### config.mk
export PLATFORM = sky130hd
export DESIGN_NAME = lpm_ctrl
export DESIGN_NICKNAME = d
export VERILOG_FILES = /design/src/design/lpm_pkg.sv /design/src/design/lpm_ctrl.sv
export SDC_FILE = /design/constraint.sdc
export NUM_CORES = 1
export LEC_CHECK = 0
export ABC_AREA = 0
export BUFFER_PORTS_ARGS = -buffer_cell sky130_fd_sc_hd__buf_2
export CAP_MARGIN = 5
export CELL_PAD_IN_SITES_DETAIL_PLACEMENT = 1
export CELL_PAD_IN_SITES_GLOBAL_PLACEMENT = 1
export CORE_AREA = 2 2 39 41
export CTS_CLUSTER_SIZE = 14
export DETAILED_ROUTE_END_ITERATION = 6
export DIE_AREA = 0 0 41 43
export GPL_TIMING_DRIVEN = 1
export HOLD_SLACK_MARGIN = 0.08
export PLACE_DENSITY_LB_ADDON = 0.1
export SYNTH_ARGS = -nofsm -noshare
export SYNTH_HDL_FRONTEND = slang
export SYNTH_SLANG_ARGS = --single-unit
export TNS_END_PERCENT = 1
### constraint.sdc
create_clock -name clk -period 1.4 [get_ports clk]
set_input_delay 0.42 -clock clk [delete_from_list [all_inputs] [get_ports clk]]
set_output_delay 0.42 -clock clk [all_outputs]
set_load 0.03 [all_outputs]
### src/design/lpm_pkg.sv
// Shared types and constants for the longest-prefix-match route lookup.
package lpm_pkg;

  // Field widths
  localparam int IDX_W  = 10;
  localparam int ADDR_W = 32;
  localparam int PORT_W = 8;
  localparam int LAST_W = 11;

  // Stream payload widths, padded to whole bytes
  localparam int IN_DATA_W  = 152;
  localparam int OUT_DATA_W = 56;

  // Operation codes carried in s_tuser
  localparam logic OP_WRITE  = 1'b0;
  localparam logic OP_LOOKUP = 1'b1;

  // Configuration register indexes
  localparam logic CFG_FIRST_ENTRY = 1'b0;
  localparam logic CFG_LAST_ENTRY  = 1'b1;

  // One route table entry
  typedef struct packed {
    logic [ADDR_W-1:0] prefix;
    logic [ADDR_W-1:0] mask;
    logic [ADDR_W-1:0] gateway;
    logic [PORT_W-1:0] port;
  } route_entry_t;

  // Controller states
  typedef enum logic [1:0] {
    ST_IDLE,
    ST_SCAN,
    ST_DRAIN,
    ST_DONE
  } lpm_state_t;

  // Controller to datapath
  typedef struct packed {
    logic wr_en;
    logic start;
    logic issue;
    logic load_out;
  } lpm_cmd_t;

  // Datapath to controller
  typedef struct packed {
    logic range_empty;
    logic at_end;
    logic out_free;
  } lpm_sts_t;

endpackage

### src/design/lpm_ctrl.sv
// Sequencer for route writes and table scans.
module lpm_ctrl (
  input  logic             clk,
  input  logic             rst,
  input  logic             in_valid,
  input  logic             in_op,
  input  lpm_pkg::lpm_sts_t sts,
  output logic             in_ready,
  output lpm_pkg::lpm_cmd_t cmd
);

  lpm_pkg::lpm_state_t state, state_next;
  logic accept;

  assign accept = in_valid && in_ready;

  // State register
  always_ff @(posedge clk) begin
    if (rst) begin
      state <= lpm_pkg::ST_IDLE;
    end else begin
      state <= state_next;
    end
  end

  // Next state
  always_comb begin
    state_next = state;
    unique case (state)
      lpm_pkg::ST_IDLE: begin
        if (accept && in_op == lpm_pkg::OP_LOOKUP) begin
          state_next = sts.range_empty ? lpm_pkg::ST_DONE : lpm_pkg::ST_SCAN;
        end
      end
      lpm_pkg::ST_SCAN: begin
        if (sts.at_end) begin
          state_next = lpm_pkg::ST_DRAIN;
        end
      end
      lpm_pkg::ST_DRAIN: state_next = lpm_pkg::ST_DONE;
      lpm_pkg::ST_DONE: begin
        if (sts.out_free) begin
          state_next = lpm_pkg::ST_IDLE;
        end
      end
      default: state_next = lpm_pkg::ST_IDLE;
    endcase
  end

  // Outputs
  always_comb begin
    in_ready     = (state == lpm_pkg::ST_IDLE);
    cmd.wr_en    = accept && in_op == lpm_pkg::OP_WRITE;
    cmd.start    = accept && in_op == lpm_pkg::OP_LOOKUP;
    cmd.issue    = (state == lpm_pkg::ST_SCAN);
    cmd.load_out = (state == lpm_pkg::ST_DONE) && sts.out_free;
  end

endmodule

==> flow_summary.ini <==
[die]
fp-row-count = 14
fp.dieArea_mm2 = 0.00176
io_pins = 12
coreArea_mm2 = 0.00138
die_y_um = 43
dieWidth_um = 41
start_util_pct = 14.7

[worst_hold_path]
min_from = rst
min_to = state[0]
hold_class = input pin to flip-flop
hold-path-cell-count = 3

[drt]
drc = 0
post_drt_wl_per_cell_um = 9.00
totalWireLength_um = 531
wl_met2_um = 273
viasPerCell = 3.75
drt_iter0_markers = 1
drtPass1Iterations = 4
wl_met1_um = 228
met3_length_um = 29
vias = 221
dr.max_layer_used = met3
ant_nets = 0

[timing]
setup_ws_ns = -0.0939
fmax_mhz = 669
layout_min_cycle_time_ns = 1.49
relSlewSlack_pct = 74.7
rsz0062_at_grt = yes
slew_violations = 0
tightest_slew_ns = 0.380
timing.final.crit_share_pct = 107
hold_violations = 0
setup-violations-final = 4
fin_worst_skew_ns = 0.00384

[final_layout]
nNetsFinal = 57
largest_registers = state x2
largest_register = state
drive_above_1_share_pct = 67.4
stdcell_area_um2 = 403
syn_to_final_growth_pct = 97.5
final_core_util_pct = 29.1
n_antenna_cell = 0
largest_register_ffs = 2
fill_cells = 166

[clock_network]
htreeDepth = 1
postCtsHoldBufs = 0
postCtsSetupBuffers = 0
clock_latency_ns = 0.22
clk_pin_slew_ns = 0.03
root_buffer = clkbuf_4
clock_path_buffers = 2
cts_tree = yes
cts_buffers = 3
clock_sinks = 2

[grt]
antenna_found_initial = 0
grt_overflow = 0
grt_pass1_wl_um = 821
grt_pass1_vias = 218
grt_max_degree = 5
grt_usage_pct = 7.51

[placement]
place_ws_ns = -0.0969
placed_area_um2 = 347
place.detailed.hpwl_um = 442
port_buffers = 11
place_congestion = 0.752

[pwr]
vdd_drop_max_uv = 744
leakagePower_uw = 0.000202
p_per_area_mw_per_mm2 = 2000
finalPower_uw = 806

[critical_path]
startpoint_type = flip-flop
cp_max_fo = 4
crit_path_end_kind = primary output
path_cells = inv_4 -> ha_4 -> and3_4 -> buf_6
rr_startpoint = state[1]
critical_path_required_ns = 0.98
r2r-end = state[1]
r2r_cells = 4
rrSetupSlack_ns = -0.04
max_stage_delay_ns = 0.38
worstPathArrival_ns = 1.07
cp_slowest_cell = dfxtp_4
critPathKind = flip-flop to primary output

[logic_synthesis]
ys_types = 12
synth_seq_cells = 2
syn_nets = 36
ys_warn_count = 0
yosysSeqAreaShare_pct = 19.6
synthCells = 24
syn-cell-area_um2 = 204
avgSynthCellArea_um2 = 8.50

[outcome]
violations = setup timing
status = finished, violations left

[job]
drv_cap = 0
==> how the worst max path moves through the flow <==
stage / from / end / cells after the start
6_report: state[0] / cmd[2] / 4
3_3_place_gp: state[0] / state[1] / 4
3_5_place_dp: state[0] / state[1] / 4
4_1_cts: state[0] / cmd[2] / 4
2_1_floorplan: state[1] / state[1] / 4
5_1_grt: state[0] / cmd[3] / 5
==> metrics by stage <==
step                cells  setup TNS, ns  hold WS (ns)
floorplan              24         -0.179         0.485
global placement       56        -0.0629         0.513
detailed placement     56         -0.135         0.521
CTS                    59         -0.416         0.503
global route           59         -0.683         0.534
finish                 59         -0.302         0.509
==> cell usage in the layout (no fill, tap or decap) <==
cell type | synthesis | routed
nor2_1 | 3 | 2
nand2b_1 | 1 | 1
ha_4 | 0 | 2
dfxtp_4 | 0 | 1
and3_4 | 0 | 1
mux2_2 | 1 | 1
inv_4 | 0 | 2
nand2_1 | 2 | 2
mux2i_1 | 2 | 2
buf_4 | 0 | 5
o21bai_1 | 1 | 1
a222oi_1 | 1 | 1
ha_2 | 0 | 1
and2_1 | 1 | 1
nor2_2 | 0 | 1
inv_1 | 4 | 2
buf_2 | 0 | 8
dfxtp_2 | 0 | 1
buf_6 | 0 | 3
ha_1 | 5 | 2
clkbuf_4 | 0 | 3
==> Yosys cell counts <==
library cell | n | area share (%)
nand2b_1 | 1 | 3.1
o21bai_1 | 1 | 3.7
and2_1 | 1 | 3.1
nor2_1 | 3 | 5.5
inv_1 | 4 | 7.4
a222oi_1 | 1 | 4.9
dfxtp_1 | 2 | 20
nand2_1 | 2 | 3.7
and3_1 | 1 | 3.1
ha_1 | 5 | 31
mux2i_1 | 2 | 9.8
mux2_2 | 1 | 5.5
==> power by group <==
part	internal (uW)	leakage (uW)	switching [uW]
Sequential	92.8	0.0000175	42.0
Clock	94.5	0.0000138	31.4
Combinational	276	0.000171	268
Total	464	0.000202	342
==> kinds of logic after synthesis <==
kind of cell | synth area share (%)
AO/OA/AOI/OAI | 8.59
adder cells (fa/ha/maj) | 30.7
buffers and inverters | 7.36
flip-flops | 19.6
multiplexers | 15.3
AND/OR/NAND/NOR | 18.4
==> cell type report <==
type | instances | area [um2] | area share, %
inverter | 4 | 20.0 | 4.97
multi-input combinational | 18 | 184 | 45.7
sequential | 2 | 45.0 | 11.2
clock buffer | 3 | 22.5 | 5.59
tap | 16 | 20.0 | 4.97
timing repair buffer | 16 | 111 | 27.6
==> routing by layer <==
metal	global-route usage, %	vias up
met3	3.14	0
met1	7.01	97
met5	0	-
met4	8.00	0
met2	10.9	6
li1	-	118
==> critical path: cells and delay by family (launching register included) <==
kind	cells	cell delay, ns
simple gates	1	0.14
flops	1	0.38
buf+inv	2	0.17
fa+ha+maj	1	0.16
==> repair_timing <==
| item | CTS | global route |
|---|---|---|
| cloned | 0 | 0 |
| endpoints found under the setup margin | 6 | 7 |
| hold endpoints to repair | 0 | 0 |
| pin swaps | 1 | 0 |
| resized for setup | 12 | 0 |
Note: power is estimated with default switching activity, not from simulation.
